--- config.mk ---
export PLATFORM = sky130hd
export DESIGN_NAME = unordered_list_table_core
export DESIGN_NICKNAME = d
export VERILOG_FILES = /design/src/sv/ult_pkg.sv /design/src/sv/ult_ctrl.sv /design/src/sv/ult_dp.sv /design/src/sv/unordered_list_table_core.sv
export VERILOG_INCLUDE_DIRS = /design/src /design/src/sv
export SDC_FILE = /design/constraint.sdc
export NUM_CORES = 1
export LEC_CHECK = 0
export BUFFER_PORTS_ARGS = -buffer_cell sky130_fd_sc_hd__buf_2
export CELL_PAD_IN_SITES_DETAIL_PLACEMENT = 1
export CELL_PAD_IN_SITES_GLOBAL_PLACEMENT = 2
export CORE_MARGIN = 4
export CORE_UTILIZATION = 43
export CTS_CLUSTER_SIZE = 25
export DETAILED_ROUTE_END_ITERATION = 10
export PLACE_DENSITY = 0.8
export SYNTH_ARGS = -nofsm -noshare
export SYNTH_HDL_FRONTEND = slang
export SYNTH_SLANG_ARGS = --single-unit
--- constraint.sdc ---
create_clock -name clk -period 3.8 [get_ports clk]
set_clock_uncertainty 0.1 [all_clocks]
set_input_delay 0.19 -clock clk [delete_from_list [all_inputs] [get_ports clk]]
set_output_delay 0.19 -clock clk [all_outputs]
set_load 0.05 [all_outputs]
--- src/sv/unordered_list_table_core_assert.svh ---
// Assertion macros shared by the list table RTL.
// Needs clk and rst in scope where a macro is used.
`ifndef UNORDERED_LIST_TABLE_CORE_ASSERT_SVH
`define UNORDERED_LIST_TABLE_CORE_ASSERT_SVH

// Same-cycle implication.
`define ULT_ASSERT_NOW(lbl, ante, cons, msg) \
  lbl: assert property (@(posedge clk) disable iff (rst) (ante) |-> (cons)) else $error(msg);

// Next-cycle implication.
`define ULT_ASSERT_NEXT(lbl, ante, cons, msg) \
  lbl: assert property (@(posedge clk) disable iff (rst) (ante) |=> (cons)) else $error(msg);

`endif

--- src/sv/ult_pkg.sv ---
// Types and codes for the unordered list table.
// No dependencies; used by ult_ctrl, ult_dp and the top level.
package ult_pkg;

  localparam logic [2:0] OP_INSERT  = 3'd0;
  localparam logic [2:0] OP_SEARCH  = 3'd1;
  localparam logic [2:0] OP_DELETE  = 3'd2;
  localparam logic [2:0] OP_CLEAR   = 3'd3;
  localparam logic [2:0] OP_RESTART = 3'd4;
  localparam logic [2:0] OP_NEXT    = 3'd5;

  localparam logic [1:0] ST_OK      = 2'd0;
  localparam logic [1:0] ST_FULL    = 2'd1;
  localparam logic [1:0] ST_NOMATCH = 2'd2;
  localparam logic [1:0] ST_EMPTY   = 2'd3;

  typedef struct packed {
    logic [2:0]  opcode;
    logic [31:0] data_value;
  } in_item_t;

  typedef struct packed {
    logic        found;
    logic [31:0] data_out;
    logic [4:0]  entry_count;
    logic [1:0]  status;
  } out_item_t;

  // controller -> datapath
  typedef struct packed {
    logic       load;
    logic       up_init;
    logic       scan;
    logic       dn_init;
    logic       shift_up;
    logic       shift_dn;
    logic       ins_fin;
    logic       dec;
    logic       clr;
    logic       iter_rst;
    logic       next_rd;
    logic       set_res;
    logic       res_found;
    logic       res_take_data;
    logic [1:0] res_status;
    logic       finish;
  } cmd_t;

  // datapath -> controller
  typedef struct packed {
    logic full;
    logic empty;
    logic hit;
    logic miss_last;
    logic up_done;
    logic dn_done;
    logic op_del;
    logic out_free;
  } sts_t;

endpackage

--- src/sv/ult_ctrl.sv ---
// Sequencer for the list table: decodes the opcode and steps the datapath.
// Depends on ult_pkg.
module ult_ctrl (
  input  logic            clk,
  input  logic            rst,
  input  logic            in_valid,
  input  logic [2:0]      opcode,
  output logic            in_ready,
  input  ult_pkg::sts_t   sts,
  output ult_pkg::cmd_t   cmd
);

  localparam logic [2:0] S_IDLE = 3'd0;
  localparam logic [2:0] S_SCAN = 3'd1;
  localparam logic [2:0] S_SHUP = 3'd2;
  localparam logic [2:0] S_SHDN = 3'd3;
  localparam logic [2:0] S_RD   = 3'd4;
  localparam logic [2:0] S_DONE = 3'd5;

  logic [2:0] state, state_next;

  always_ff @(posedge clk) begin
    if (rst) begin
      state <= S_IDLE;
    end else begin
      state <= state_next;
    end
  end

  always_comb begin
    cmd        = '0;
    state_next = state;
    in_ready   = (state == S_IDLE);
    case (state)
      S_IDLE: begin
        if (in_valid) begin
          cmd.load = 1'b1;
          case (opcode)
            ult_pkg::OP_INSERT: begin
              cmd.iter_rst = 1'b1;
              if (sts.full) begin
                cmd.set_res    = 1'b1;
                cmd.res_status = ult_pkg::ST_FULL;
                state_next     = S_DONE;
              end else begin
                cmd.up_init = 1'b1;
                state_next  = S_SHUP;
              end
            end
            ult_pkg::OP_SEARCH, ult_pkg::OP_DELETE: begin
              cmd.iter_rst = (opcode == ult_pkg::OP_DELETE);
              if (sts.empty) begin
                cmd.set_res    = 1'b1;
                cmd.res_status = ult_pkg::ST_NOMATCH;
                state_next     = S_DONE;
              end else begin
                state_next = S_SCAN;
              end
            end
            ult_pkg::OP_CLEAR: begin
              cmd.clr      = 1'b1;
              cmd.iter_rst = 1'b1;
              cmd.set_res  = 1'b1;
              state_next   = S_DONE;
            end
            ult_pkg::OP_RESTART: begin
              cmd.iter_rst = 1'b1;
              cmd.set_res  = 1'b1;
              state_next   = S_DONE;
            end
            ult_pkg::OP_NEXT: begin
              if (sts.empty) begin
                cmd.iter_rst   = 1'b1;
                cmd.set_res    = 1'b1;
                cmd.res_status = ult_pkg::ST_EMPTY;
                state_next     = S_DONE;
              end else begin
                cmd.next_rd = 1'b1;
                state_next  = S_RD;
              end
            end
            default: begin
              cmd.set_res = 1'b1;
              state_next  = S_DONE;
            end
          endcase
        end
      end
      S_SCAN: begin
        if (sts.hit) begin
          if (sts.op_del) begin
            cmd.dn_init = 1'b1;
            state_next  = S_SHDN;
          end else begin
            cmd.set_res   = 1'b1;
            cmd.res_found = 1'b1;
            state_next    = S_DONE;
          end
        end else if (sts.miss_last) begin
          cmd.set_res    = 1'b1;
          cmd.res_status = ult_pkg::ST_NOMATCH;
          state_next     = S_DONE;
        end else begin
          cmd.scan = 1'b1;
        end
      end
      S_SHUP: begin
        if (sts.up_done) begin
          cmd.ins_fin = 1'b1;
          cmd.set_res = 1'b1;
          state_next  = S_DONE;
        end else begin
          cmd.shift_up = 1'b1;
        end
      end
      S_SHDN: begin
        if (sts.dn_done) begin
          cmd.dec       = 1'b1;
          cmd.set_res   = 1'b1;
          cmd.res_found = 1'b1;
          state_next    = S_DONE;
        end else begin
          cmd.shift_dn = 1'b1;
        end
      end
      S_RD: begin
        cmd.set_res       = 1'b1;
        cmd.res_take_data = 1'b1;
        state_next        = S_DONE;
      end
      S_DONE: begin
        if (sts.out_free) begin
          cmd.finish = 1'b1;
          state_next = S_IDLE;
        end
      end
      default: begin
        state_next = S_IDLE;
      end
    endcase
  end

endmodule

--- src/sv/ult_dp.sv ---
// Datapath for the list table: entry memory, count, scan pointer,
// iterator and the output register. Depends on ult_pkg.
module ult_dp #(
  parameter int CAPACITY   = 16,
  parameter int DATA_WIDTH = 32
) (
  input  logic                clk,
  input  logic                rst,
  input  ult_pkg::in_item_t   in_item,
  input  ult_pkg::cmd_t       cmd,
  output ult_pkg::sts_t       sts,
  output logic                out_valid,
  input  logic                out_ready,
  output ult_pkg::out_item_t  out_item
);

  localparam int AW = $clog2(CAPACITY);
  localparam int CW = $clog2(CAPACITY + 1);
  localparam int SW = (DATA_WIDTH < 32) ? DATA_WIDTH : 32;

  logic [SW-1:0] mem [CAPACITY];

  logic [CW-1:0] count;
  logic [AW-1:0] iter_pos;
  logic          iter_act;
  logic [2:0]    op_r;
  logic [SW-1:0] val_r;
  logic [CW-1:0] ptr;
  logic [AW-1:0] rd_idx;
  logic          rd_vld;
  logic [SW-1:0] rdata;
  logic          res_found;
  logic [1:0]    res_status;
  logic [SW-1:0] res_data;

  logic          ptr_lt_cnt;
  logic [CW-1:0] ptr_m1;
  logic [CW-1:0] cnt_m1;
  logic [AW-1:0] next_pos;
  logic [CW-1:0] next_pos_p1;
  logic          rd_en;
  logic [AW-1:0] rd_addr;
  logic          wr_en;
  logic [AW-1:0] wr_addr;
  logic [SW-1:0] wr_data;

  assign ptr_lt_cnt  = (ptr < count);
  assign ptr_m1      = ptr - CW'(1);
  assign cnt_m1      = count - CW'(1);
  // iterator wraps to the newest entry when idle or past the end
  assign next_pos    = (!iter_act || (CW'(iter_pos) >= count)) ? '0 : iter_pos;
  assign next_pos_p1 = CW'(next_pos) + CW'(1);

  always_comb begin
    rd_en   = 1'b0;
    rd_addr = ptr[AW-1:0];
    if ((cmd.scan || cmd.shift_dn) && ptr_lt_cnt) begin
      rd_en = 1'b1;
    end
    if (cmd.shift_up && (ptr != '0)) begin
      rd_en   = 1'b1;
      rd_addr = ptr_m1[AW-1:0];
    end
    if (cmd.next_rd) begin
      rd_en   = 1'b1;
      rd_addr = next_pos;
    end
  end

  // a move writes the entry read on the previous cycle one slot over
  always_comb begin
    wr_en   = 1'b0;
    wr_addr = rd_idx + AW'(1);
    wr_data = rdata;
    if (cmd.shift_up && rd_vld) begin
      wr_en = 1'b1;
    end
    if (cmd.shift_dn && rd_vld) begin
      wr_en   = 1'b1;
      wr_addr = rd_idx - AW'(1);
    end
    if (cmd.ins_fin) begin
      wr_en   = 1'b1;
      wr_addr = '0;
      wr_data = val_r;
    end
  end

  always_ff @(posedge clk) begin
    if (wr_en) begin
      mem[wr_addr] <= wr_data;
    end
    if (rd_en) begin
      rdata <= mem[rd_addr];
    end
  end

  always_comb begin
    sts.full      = (count == CW'(CAPACITY));
    sts.empty     = (count == '0);
    sts.hit       = rd_vld && (rdata == val_r);
    sts.miss_last = rd_vld && (rdata != val_r) && (CW'(rd_idx) == cnt_m1);
    sts.up_done   = (ptr == '0) && !rd_vld;
    sts.dn_done   = !ptr_lt_cnt && !rd_vld;
    sts.op_del    = (op_r == ult_pkg::OP_DELETE);
    sts.out_free  = !out_valid || out_ready;
  end

  always_ff @(posedge clk) begin
    if (rst) begin
      count     <= '0;
      iter_pos  <= '0;
      iter_act  <= 1'b0;
      op_r      <= ult_pkg::OP_INSERT;
      ptr       <= '0;
      rd_idx    <= '0;
      rd_vld    <= 1'b0;
      out_valid <= 1'b0;
    end else begin
      if (cmd.load) begin
        op_r   <= in_item.opcode;
        // an insert walks down from the oldest entry, a scan up from the newest
        ptr    <= cmd.up_init ? count : '0;
        rd_vld <= 1'b0;
      end
      if (cmd.scan || cmd.shift_dn) begin
        rd_vld <= ptr_lt_cnt;
        if (ptr_lt_cnt) begin
          rd_idx <= ptr[AW-1:0];
          ptr    <= ptr + CW'(1);
        end
      end
      if (cmd.shift_up) begin
        rd_vld <= (ptr != '0);
        if (ptr != '0) begin
          rd_idx <= ptr_m1[AW-1:0];
          ptr    <= ptr_m1;
        end
      end
      if (cmd.dn_init) begin
        ptr    <= CW'(rd_idx) + CW'(1);
        rd_vld <= 1'b0;
      end
      if (cmd.ins_fin) begin
        count <= count + CW'(1);
      end
      if (cmd.dec) begin
        count <= cnt_m1;
      end
      if (cmd.clr) begin
        count <= '0;
      end
      if (cmd.iter_rst) begin
        iter_pos <= '0;
        iter_act <= 1'b0;
      end
      if (cmd.next_rd) begin
        if (next_pos_p1 >= count) begin
          iter_pos <= '0;
          iter_act <= 1'b0;
        end else begin
          iter_pos <= next_pos_p1[AW-1:0];
          iter_act <= 1'b1;
        end
      end
      if (cmd.finish) begin
        out_valid <= 1'b1;
      end else if (out_ready) begin
        out_valid <= 1'b0;
      end
    end
  end

  always_ff @(posedge clk) begin
    if (cmd.load) begin
      val_r <= in_item.data_value[SW-1:0];
    end
    if (cmd.set_res) begin
      res_found  <= cmd.res_found;
      res_status <= cmd.res_status;
      res_data   <= cmd.res_take_data ? rdata : '0;
    end
    if (cmd.finish) begin
      out_item.found       <= res_found;
      out_item.data_out    <= 32'(res_data);
      out_item.entry_count <= 5'(count);
      out_item.status      <= res_status;
    end
  end

endmodule

--- src/sv/unordered_list_table_core.sv ---
// Bounded unordered list of words, newest first, driven by one opcode per item
// (insert, search, delete, clear, restart iterator, get next); each item yields
// one result carrying the entry count after the operation. Clear, restart, a full
// insert, and search, delete or get next on an empty list, leave the entry memory
// untouched; get next reads one entry, and insert, search and delete walk the stored
// entries one per cycle through the entry memory, which has one read and one write
// port. A new item is taken while the previous result still waits in the output
// register; a finished item stalls only until that register frees.
// Depends on ult_pkg, ult_ctrl, ult_dp and unordered_list_table_core_assert.svh.
`include "unordered_list_table_core_assert.svh"

module unordered_list_table_core #(
  parameter int CAPACITY   = 16,
  parameter int DATA_WIDTH = 32
) (
  input  logic                clk,
  input  logic                rst,
  input  logic                in_valid,
  output logic                in_ready,
  input  ult_pkg::in_item_t   in_item,
  output logic                out_valid,
  input  logic                out_ready,
  output ult_pkg::out_item_t  out_item
);

  ult_pkg::cmd_t cmd;
  ult_pkg::sts_t sts;

  ult_ctrl u_ctrl (
    .clk      (clk),
    .rst      (rst),
    .in_valid (in_valid),
    .opcode   (in_item.opcode),
    .in_ready (in_ready),
    .sts      (sts),
    .cmd      (cmd)
  );

  ult_dp #(
    .CAPACITY   (CAPACITY),
    .DATA_WIDTH (DATA_WIDTH)
  ) u_dp (
    .clk       (clk),
    .rst       (rst),
    .in_item   (in_item),
    .cmd       (cmd),
    .sts       (sts),
    .out_valid (out_valid),
    .out_ready (out_ready),
    .out_item  (out_item)
  );

  `ULT_ASSERT_NOW(a_no_insert_when_full, cmd.ins_fin, !sts.full, "insert into full list")
  `ULT_ASSERT_NOW(a_finish_needs_slot, cmd.finish, sts.out_free, "result overwrote pending item")
  `ULT_ASSERT_NEXT(a_busy_after_accept, in_valid && in_ready, !in_ready, "accepted while busy")

endmodule

### Word level (Yosys, flattened, before mapping)

Memories as Yosys holds them, arrays and structs flattened. A register that Yosys moved wholly into a read port is not among the register bits.
Index checks and enable logic that the tools add are counted.

* register bits: 134
* RAM bits: 512
* input bits: 39
* logic and storage cells: 174
* memories: 1

Memories
* u_dp.mem: words 16, width 32, read ports 1, clocked after memory_dff 1, write ports 1, line ult_dp.sv:21 `logic [SW-1:0] mem [CAPACITY];`

* add/sub/neg operators: 8
* order comparisons: 3
* equal/unequal tests: 20
* mux-type cells: 94
* reduce and logical (&&, ||, !) cells: 31

Operators with widths (count)
* 2-to-1 mux 4 bit: 13
* 2-to-1 mux 5 bit: 9
* 2-to-1 mux 1 bit: 43
* equality test 32 bit: 1
* 2-to-1 mux 32 bit: 1
* inequality test 32 bit: 1
* 2-to-1 mux 3 bit: 10
* 2-to-1 mux 2 bit: 10
* one-hot mux 3 bit (6 select lines): 1
* equality test 3 x 2 -> 1 bit, second input constant: 5
* equality test 3 bit, second input constant: 4
* adder 4 x 1 -> 5 bit, second input constant: 2
* adder 5 x 1 -> 5 bit, second input constant: 2
* zero test 5 bit: 2
* subtractor 5 x 1 -> 5 bit, second input constant: 2
* logical AND 1 bit: 9
* one-hot mux 3 bit (3 select lines): 1
* inequality test 2 bit, second input constant: 4
* equality test 3 x 1 -> 1 bit, second input constant: 2
* zero test 3 bit: 2
* one-hot mux 2 bit (3 select lines): 1
* nonzero test 2 bit: 3
* OR reduction 2 bit: 3
* OR reduction 3 bit: 2
* other kinds (17): 23

### Longest topological paths before layout

Gate-level depths: netlist of the first run.

* word-level depth: 12
* mapped depth: 16

### Hierarchy

A second synthesis of the first run with hierarchy kept.

* cell total of the unflattened synthesis: 1818
* area, all modules: 27934.3 sq um

By module, submodules not included
* ult_dp: instances 1, cells an instance 1743, area an instance 27421.3 sq um
* ult_ctrl: instances 1, cells an instance 75, area an instance 513.0 sq um

### Worst setup path after synthesis of the first run

Ideal clock, no wire load.

* path kind: register to register
* from: reg u_ctrl.state[0]
* to: mem u_dp.mem[13][0] (netlist bit), enable pin
* arrival: 3.518 ns
* slack: -0.239 ns
* stages on the path, launching flop included: 12
* path buffers: 1
* path through: dfxtp_1 > clkbuf_1 > nor2b_1 > nand3_1 > inv_1 > ha_1 > a21o_1 > a21oi_1 > xnor2_1 > and2_1 > nand2_1 > nor2_1

* longest elaborated chain between the ends: 8

RTL lines
* start, declared: line ult_ctrl.sv:20 `logic [2:0] state, state_next;`
* start signal, assigned: line ult_ctrl.sv:26 `state <= state_next;`
* equality test 3 x 2 -> 1 bit: line ult_ctrl.sv:34 `case (state)`
* 2-to-1 mux 1 bit: line ult_ctrl.sv:34
* logical AND 1 bit: line ult_dp.sv:75 `if (cmd.shift_up && rd_vld) begin`
* 2-to-1 mux 1 bit: line ult_dp.sv:75
* 2-to-1 mux 1 bit: line ult_dp.sv:78 `if (cmd.shift_dn && rd_vld) begin`
* 2-to-1 mux 1 bit: line ult_dp.sv:82 `if (cmd.ins_fin) begin`
* 2-to-1 mux 1 bit: line ult_dp.sv:90 `if (wr_en) begin`
* 2-to-1 mux 1 bit (implied by the code): line ult_dp.sv:91 `mem[wr_addr] <= wr_data;`
* end, declared: line ult_dp.sv:21

Parallel ways exist; a longest one is shown, timed or not.

### Worst setup path in the final report of the first run

* from: reg u_dp.ptr[0]
* to: reg u_dp.rdata[6], read port of u_dp.mem, data pin

* longest elaborated chain between the ends: 10

RTL lines
* start, declared: line ult_dp.sv:28 `logic [CW-1:0] ptr;`
* start signal, assigned: line ult_dp.sv:123 `ptr <= cmd.up_init ? count : '0;`
* start signal, assigned: line ult_dp.sv:130 `ptr <= ptr + CW'(1);`
* start signal, assigned: line ult_dp.sv:137 `ptr <= ptr_m1;`
* less-than comparator 5 bit: line ult_dp.sv:47 `assign ptr_lt_cnt = (ptr < count);`
* zero test 1 bit: line ult_dp.sv:104 `sts.dn_done = !ptr_lt_cnt && !rd_vld;`
* logical AND 1 bit: line ult_dp.sv:104
* 2-to-1 mux 1 bit: line ult_ctrl.sv:117 `if (sts.dn_done) begin`
* 2-to-1 mux 1 bit: line ult_ctrl.sv:34
* logical OR 1 bit: line ult_dp.sv:57 `if ((cmd.scan || cmd.shift_dn) && ptr_lt_cnt) begin`
* logical AND 1 bit: line ult_dp.sv:57
* 2-to-1 mux 1 bit: line ult_dp.sv:57
* 2-to-1 mux 1 bit: line ult_dp.sv:60 `if (cmd.shift_up && (ptr != '0)) begin`
* 2-to-1 mux 1 bit: line ult_dp.sv:64 `if (cmd.next_rd) begin`
* end, declared: line ult_dp.sv:31 `logic [SW-1:0] rdata;`

Parallel ways exist; a longest one is shown, timed or not.
A chain may end at the register's enable or synchronous reset.

==> metrics, run 1 <==
Yosys top cell area share 72.70%; Die Span Y 258.1 um; RSZ-0062 raised after global routing false; clock sink count 678; post-synthesis sequential area ratio 74.71%; largest net degree at the start of global routing 48; DIE AREA 0.06660 mm^2; FFs w/ async S/R, synth 0%; Syn-to-layout area delta 18.82%; syn avg cell area between 15 and 20 um^2; post-synthesis simple-gate area fraction under 10%; Slew @ Worst Pin 782.0 ps; status complete, no violations; crit path DAT 3860 ps; dpl hpwl about 40 mm; area fraction in compound gates after synthesis under 10%; routed length on met1 28.31 mm; worst setup margin approximately 190 ps; Critical Path Start Type flop; # IOs 81; layout cells sized above 1 approximately a quarter; top post-synthesis cells by area edfxtp_1 (73%), mux4_2 (11%), nand2_1 (2.3%); remaining antenna violation count 0; final WL roughly 71 mm; largest buffer count on any clock path 3; nets@finish 1,725; Hold WC Path Type in -> reg; grt ovf 0; met3 WL post-DR 4.376 mm; Place WS around 250 ps; post-synthesis cell count 1,463; Worst slew margin 47.32%; max-cap violations 0; # setup viols final 0; final std cells w/o fill 2,559; Pwr Density about 560 mW/mm^2; fin crit period roughly 3600 ps; First-pass DRT Iterations 5; syn_nets 1,524; Tcrit/Tclk final a little over nine tenths; via count 14,590; first-pass GRT wire length 104.1 mm; Post-synth EDFFs approximately 650; WS Path Type reg -> reg; initial antenna violation count 4; routed length per placed instance 27.67 um; Clock Pin Slew Worst Setup and Hold Paths 60 ps; PortBufs 80; CTS HTree Levels 3; Vias/cell 5.701; Warnings, synthesis 0; Adder-Cell Fraction of Synth Area 1.052%; Critical Path RT 4050 ps; metal2 WL about 36 mm; XOR/XNOR Fraction of Synth Area 1.657%; Root Driver clkbuf_16; Yosys cell types 67; post-CTS setup buffers 0; gpl congestion 0.8159; highest metal used met5; DRC viols 0; CP endpoint kind flop; worst-path fanout max 27; Core ar. between 0.06 and 0.07 mm^2; initial core utilization 43.49%; final slew viol count 0; Highest Clock Rate 0.2768 GHz; cts bufs inserted 73; mux cell area share after synthesis 10.91%; FP Rows 91; FILL cells ~5,700; Final Hold Viols 0; Peak VDD IR 0.2771 mV; CTS tree yes; n_diodes 0; Synth Flop Type edfxtp_1; Cells after DPL 2,383; leading area contributor after synthesis edfxtp_1; Clock Latency Late Sink 620 ps; vias in the first global route 15,323; GRT Overall Usage 21.38%; largest family of logic cells by synthesized area multiplexers; Synth Cell Area around 0.027 mm^2; Die Width 258.1 um; Yosys reg bits 678; leakage 10.89 nW; 1st-iter DRT viols 1,298
## layout make-up
class	instances	area (um^2)	share of cell area, %
Timing Repair Buffer	192	1765	5.526
Inverter	19	72.57	0.2271
Clock inverter	50	515.5	1.613
Tap cell	837	1047	3.278
Multi-Input combinational cell	700	6574	20.58
Sequential cell	678	20090	62.88
Clock buffer	83	1886	5.902
## metal layers
layer	vias to the layer above	track usage [%]
li1	6252	-
met1	7737	27.47
met2	492	37.16
met3	105	4.178
met4	4	6.375
met5	-	0
## kinds of logic (layout without fill, tap and decap cells)
kind of cell | after synthesis | count (layout)
xor+xnor | 50 | 50
compound gates | 161 | 161
buf+inv | 85 | 344
flops | 678 | 678
mux | 133 | 133
simple gates | 334 | 334
fa+ha+maj | 22 | 22
## power breakdown
part | leakage (nW) | total (mW) | internal [mW] | switching [mW]
Sequential | 6.12 | 8.96 | 8.77 | 0.195
Clock | 1.16 | 7.10 | 4.15 | 2.95
Combinational | 3.61 | 1.89 | 0.582 | 1.31
## flip-flops by register name, indices dropped and copies added, names as in the netlist
register and count:
u_dp.res_data 32, u_dp.out_valid 1, u_dp.val_r 32, u_dp.res_status 2, u_dp.op_r 3, u_dp.rd_vld 1, u_dp.iter_act 1, u_dp.iter_pos 4
u_dp.mem 512, u_dp.rdata 32, u_dp.res_found 1, u_dp.count 5, u_dp.ptr 5, u_dp.rd_idx 4, u_ctrl.state 3, u_dp.out_item 40
## placed cells by master (no fill, tap or decap), types with 8 or more instances in the layout
cell type | netlist | final
buf_12 | 0 | 33
and2_1 | 41 | 41
nor2_4 | 0 | 20
ha_1 | 21 | 20
bufinv_16 | 0 | 8
xnor2_1 | 11 | 11
clkbuf_16 | 0 | 74
nand2_1 | 162 | 160
nor4_1 | 10 | 10
mux4_2 | 128 | 128
nand3_1 | 17 | 17
edfxtp_1 | 651 | 651
clkbuf_1 | 37 | 9
a21oi_1 | 28 | 27
nor2_1 | 46 | 26
o21ai_0 | 15 | 15
a22oi_1 | 70 | 70
xor2_1 | 38 | 38
buf_2 | 14 | 80
inv_1 | 14 | 14
dlygate4sd3_1 | 0 | 43
dfxtp_1 | 27 | 27
clkinv_2 | 1 | 11
buf_4 | 3 | 35
clkinv_1 | 2 | 19
nor3_1 | 14 | 13
## worst paths after layout
path | start | end | slack (ps) | cells past startpoint
min | in_item[15] | u_dp.val_r[15] | 180 | 2
min reg2reg | u_dp.res_status[1] | u_dp.out_item[1] | 300 | 0
max | u_dp.ptr[0] | u_dp.rdata[6] | 190 | 11
max reg2reg | u_dp.ptr[0] | u_dp.rdata[6] | 190 | 11
## synth_stat cells, drive strengths merged, types with 5 or more instances
| cell type | count |
|---|---|
| nand4 | 8 |
| nor4 | 10 |
| o21ai | 17 |
| xor2 | 38 |
| nor2 | 46 |
| mux4 | 128 |
| a22oi | 70 |
| buf | 29 |
| and2 | 41 |
| o211ai | 6 |
| nor2b | 5 |
| a21oi | 28 |
| ha | 21 |
| xnor2 | 12 |
| dfxtp | 27 |
| nor3 | 15 |
| nand2 | 163 |
| clkbuf | 37 |
| a211oi | 6 |
| nand3 | 17 |
| or3 | 6 |
| edfxtp | 651 |
| inv | 16 |
| nand2b | 7 |
| mux2i | 5 |
| a31oi | 5 |
## stage by stage
| stage | instance area [um^2] | power [mW] | hold slack, ps | util (%) | setup TNS [ps] |
|---|---|---|---|---|---|
| 4_1_cts | 31940 | 18.14 | 153.2 | 51.66 | 0 |
| 3_5_place_dp | 29110 | 10.99 | 268.8 | 47.08 | 0 |
| 5_1_grt | 31950 | 18.62 | 172.8 | 51.68 | 0 |
| 2_1_floorplan | 26890 | 10.21 | 188.9 | - | -80540 |
| 6_report | 31950 | 17.96 | 183.6 | 51.68 | 0 |
| 3_3_place_gp | 29110 | 10.92 | 270.1 | 47.08 | 0 |
## worst max-delay path: stages (launching register included)
cell	delay (ps)
dfxtp_1	400
inv_1	190
ha_1	240
or3b_1	430
o21a_1	260
xnor2_2	180
mux2i_4	210
buf_12	200
buf_12	250
mux4_2	540
a22oi_1	230
nand2_1	70
## timing repair
item | in CTS | in global routing
endpoints found under the setup margin | 0 | 7
hold buffers | 43 | 0
gates resized for setup | 0 | 3
endpoints found under the hold margin | 47 | 0
No activity file was read; power rests on OpenSTA's default activity.
==> run 2: changes to the inputs <==
ABC_AREA = 1   (was default)
CORE_UTILIZATION = 38   (was 43)
CTS_CLUSTER_DIAMETER = 40   (was default)
PLACE_DENSITY = 0.81   (was 0.8)
==> run 2 against run 1 <==
Core utilization down 5.3 points. Final cell count up 63%. Worst setup slack better by 74 ps. Sequential cell count unchanged. Worst hold slack worse by 48 ps. Global-route usage up 0.77 points. Synthesized cell count up 96%. First-iteration DRC count up 28%. Die area up 27%. Total power up 17%. Critical path type unchanged. Maximum frequency up 2.1%. Clock power up 33%.
==> metrics, run 2 <==
initial core utilization 38.48% (-5.0 points); routed length per placed instance 22.81 um (-18%); Worst slew margin 21.23% (-26 points); RSZ-0062 raised after global routing false; Worst R2R Path Depth 11 (unchanged); nets@finish 3,101 (+80%); most common cell after layout, fill and taps aside edfxtp_1; 1st-iter DRT viols 1,666 (+28%); CTS tree yes; Cells after DPL 3,947 (+66%); Synth Flop Type edfxtp_1; gpl congestion 0.8486 (+4.0%); CTS HTree Levels 3 (unchanged); initial antenna violation count 4 (unchanged); fraction of power consumed by sequential logic 43.4% (-6.5 points); commonest cells in the netlist edfxtp_1 (651), nand2_1 (598), nand3_1 (488); commonest non-fill, non-tap cells in the layout edfxtp_1 (651), nand2_1 (596), nand3_1 (487); Worst R2R End u_dp.mem[4][10]; area fraction in compound gates after synthesis 1.937% (-2.2 points); largest buffer count on any clock path 3 (unchanged); Die Span Y 291.3 um (+13%); Clock Latency Late Sink 660 ps (+40 ps); grt ovf 0 (unchanged); leading area contributor after synthesis edfxtp_1; PortBufs 80 (unchanged); Highest Clock Rate 0.2826 GHz (+2.1%); cts bufs inserted 100 (+37%); Int Pwr 15.42 mW (+14%); crit path DAT 3750 ps (-110 ps); crit path cell chain inv_1 -> nor3_1 -> inv_1 -> nor2_1 -> buf_4 -> inv_1 -> fa_1 -> nor2_1 -> or3b_2 -> nor2_4 -> buf_12; Clock Pin Slew Worst Setup and Hold Paths 60 ps (about the same); layout cells sized above 1 12.84% (-12 points); FILL cells 8,483 (+50%); Yosys reg bits 678 (unchanged); post-CTS setup buffers 0 (unchanged); FFs w/ async S/R, synth 0% (unchanged); Biggest register u_dp.mem; Adder-Cell Fraction of Synth Area 0.9273% (-0.12 points); dpl hpwl 58.90 mm (+46%); Power Total 21.02 mW (+17%); post-synthesis simple-gate area fraction 22.17% (+16 points); highest metal used met5; hold path startpoint in_item[24]; vias in the first global route 23,369 (+53%); mux cell area share after synthesis 0% (-11 points); remaining antenna violation count 0 (unchanged); Core ar. 0.07926 mm^2 (+28%); clock power share 45.1% (+5.6 points); Synth Cell Area 0.03049 mm^2 (+13%); CP max stage delay 630 ps (+90 ps); Comb pwr share 11.6% (+1.1 points); final std cells w/o fill 4,172 (+63%); met3 WL post-DR 7.016 mm (+60%); top flop regs u_dp.mem: 512 flops, u_dp.out_item: 40 flops; First-pass DRT Iterations 5 (unchanged); Largest register FFs 512 (unchanged); Place WS 147.0 ps (-103.8 ps); crit-path most repeated cell inv_1; Critical Path Start Type flop; XOR/XNOR Fraction of Synth Area 0.7180% (-0.94 points); metal2 WL 46.18 mm (+27%); largest net degree at the start of global routing 80 (+67%); Yosys cell types 46 (-31%); Post-synth EDFFs 651 (unchanged); Core Util, Final 46.34% (-5.3 points); GRT Overall Usage 22.14% (+0.77 points); reg2reg start u_ctrl.state[0]; Vias/cell 5.241 (-8.1%); worst-path fanout max 32 (+19%); largest family of logic cells by synthesized area simple AND/OR/NAND/NOR gates; R2R setup slack 260 ps (+70 ps); final WL 95.16 mm (+34%); DIE AREA 0.08484 mm^2 (+27%); FP Rows 103 (+13%); worst setup margin 261.9 ps (+74.26 ps); post-synthesis sequential area ratio 65.88% (-8.8 points); Sw Ratio 26.64% (+1.8 points); Pwr Density 572.3 mW/mm^2 (+1.8%); n_diodes 0 (unchanged); fin crit period 3538 ps (-74.26 ps); count leader, synth edfxtp_1; post-synthesis cell count 2,862 (+96%); max-cap violations 0 (unchanged); final slew viol count 0 (unchanged); # IOs 81 (unchanged); WS Path Type reg -> reg; top post-synthesis cells by area edfxtp_1 (64%), nand3_1 (8.0%), nand2_1 (7.4%); Tcrit/Tclk final 93.11% (-2.0 points); syn avg cell area 10.65 um^2 (-42%); switching pwr 5.599 mW (+26%); CP endpoint kind flop; Yosys top cell area share 64.11% (-8.6 points); Slew @ Worst Pin 1179 ps (+396.7 ps); Hold WC Path Type in -> reg; DRC viols 0 (unchanged); Peak VDD IR 0.3222 mV (+16%); routed length on met1 39.14 mm (+38%); Warnings, synthesis 0 (unchanged); syn_nets 2,923 (+92%); # setup viols final 0 (unchanged); clock sink count 678 (unchanged); Root Driver clkbuf_16; status complete, no violations; via count 21,866 (+50%); Die Width 291.3 um (+13%); leakage 14.77 nW (+36%); Critical Path RT 4010 ps (-40 ps); Hold EP u_dp.val_r[24]; Syn-to-layout area delta 20.43%; Final Hold Viols 0 (unchanged); Max stage delay cell, worst path or3b_2; hold path depth 2 (unchanged); first-pass GRT wire length 143.7 mm (+38%)
==> run 2: cell types whose count changed after synthesis, sizes merged, moves of 69 or more <==
cell    delta
buf       +92
a22oi     -69
inv      +457
nand2    +440
mux4     -128
nand3b   +191
nand3    +471
==> run 2: final cells by class <==
class	count	area (um^2)	share of cell area, %
clock buffer	112	2590	7.052
clock inverter	72	864.6	2.354
inverter	473	1778	4.841
multi-input combinational	1573	8088	22.02
sequential	678	20090	54.70
tap	1050	1314	3.577
timing repair buffer	214	2001	5.448
==> run 2: repair_timing <==
item,4_1_cts,5_1_grt
hold buffers,41,0
endpoints found under the hold margin,52,0
setup endpoints to repair,0,36
gates resized for setup,0,6
==> run 2: critical path, delay by kind of cell (launching register included) <==
family	cells	cell delay (ps)
buf+inv	5	740
simple gates	5	1350
fa+ha+maj	1	530
flops	1	450
==> run 2: power by group through the flow <==
| stage | Clock (mW) | Combinational [mW] | Sequential (mW) |
|---|---|---|---|
| after global placement | 0 | 2.30 | 9.22 |
| after floorplan | 0 | 1.34 | 9.32 |
| final | 9.47 | 2.43 | 9.12 |
| after global routing | 9.98 | 2.66 | 9.16 |
| after CTS | 9.62 | 2.43 | 9.12 |
| after detailed placement | 0 | 2.37 | 9.26 |
==> run 2: cells by family after synthesis <==
group,count (synthesis)
xor+xnor,25
buf+inv,611
fa+ha+maj,22
simple gates,1416
flops,678
compound gates,110
==> run 2: routing by layer <==
metal | vias up | GRT usage, %
met5 | - | 0
met4 | 2 | 7.878
met3 | 160 | 3.510
met2 | 759 | 37.32
met1 | 10965 | 29.10
li1 | 9980 | -
==> run 2: worst max path at each step <==
stage                               start               to  slack [ps]  cells after the start
final                     u_ctrl.state[0]  u_dp.mem[4][10]         260                     11
after global routing        u_dp.rdata[3]    u_dp.rdata[1]          20                     14
after CTS                   u_dp.rdata[9]    u_dp.rdata[1]         130                     14
after detailed placement    u_dp.rdata[9]    u_dp.rdata[1]         150                     14
after global placement      u_dp.rdata[9]    u_dp.rdata[1]         190                     14
after floorplan           u_ctrl.state[0]   u_dp.mem[0][0]        -250                      9
==> run 2: metrics by stage <==
stage | hold slack [ps] | cell area [um^2] | TNS, ps
6_report | 135.3 | 36730 | 0
5_1_grt | 133.8 | 36730 | 0
4_1_cts | 102.8 | 36700 | 0
3_5_place_dp | 268.7 | 32830 | 0
3_3_place_gp | 269.1 | 32830 | 0
2_1_floorplan | 188.9 | 30490 | -47360
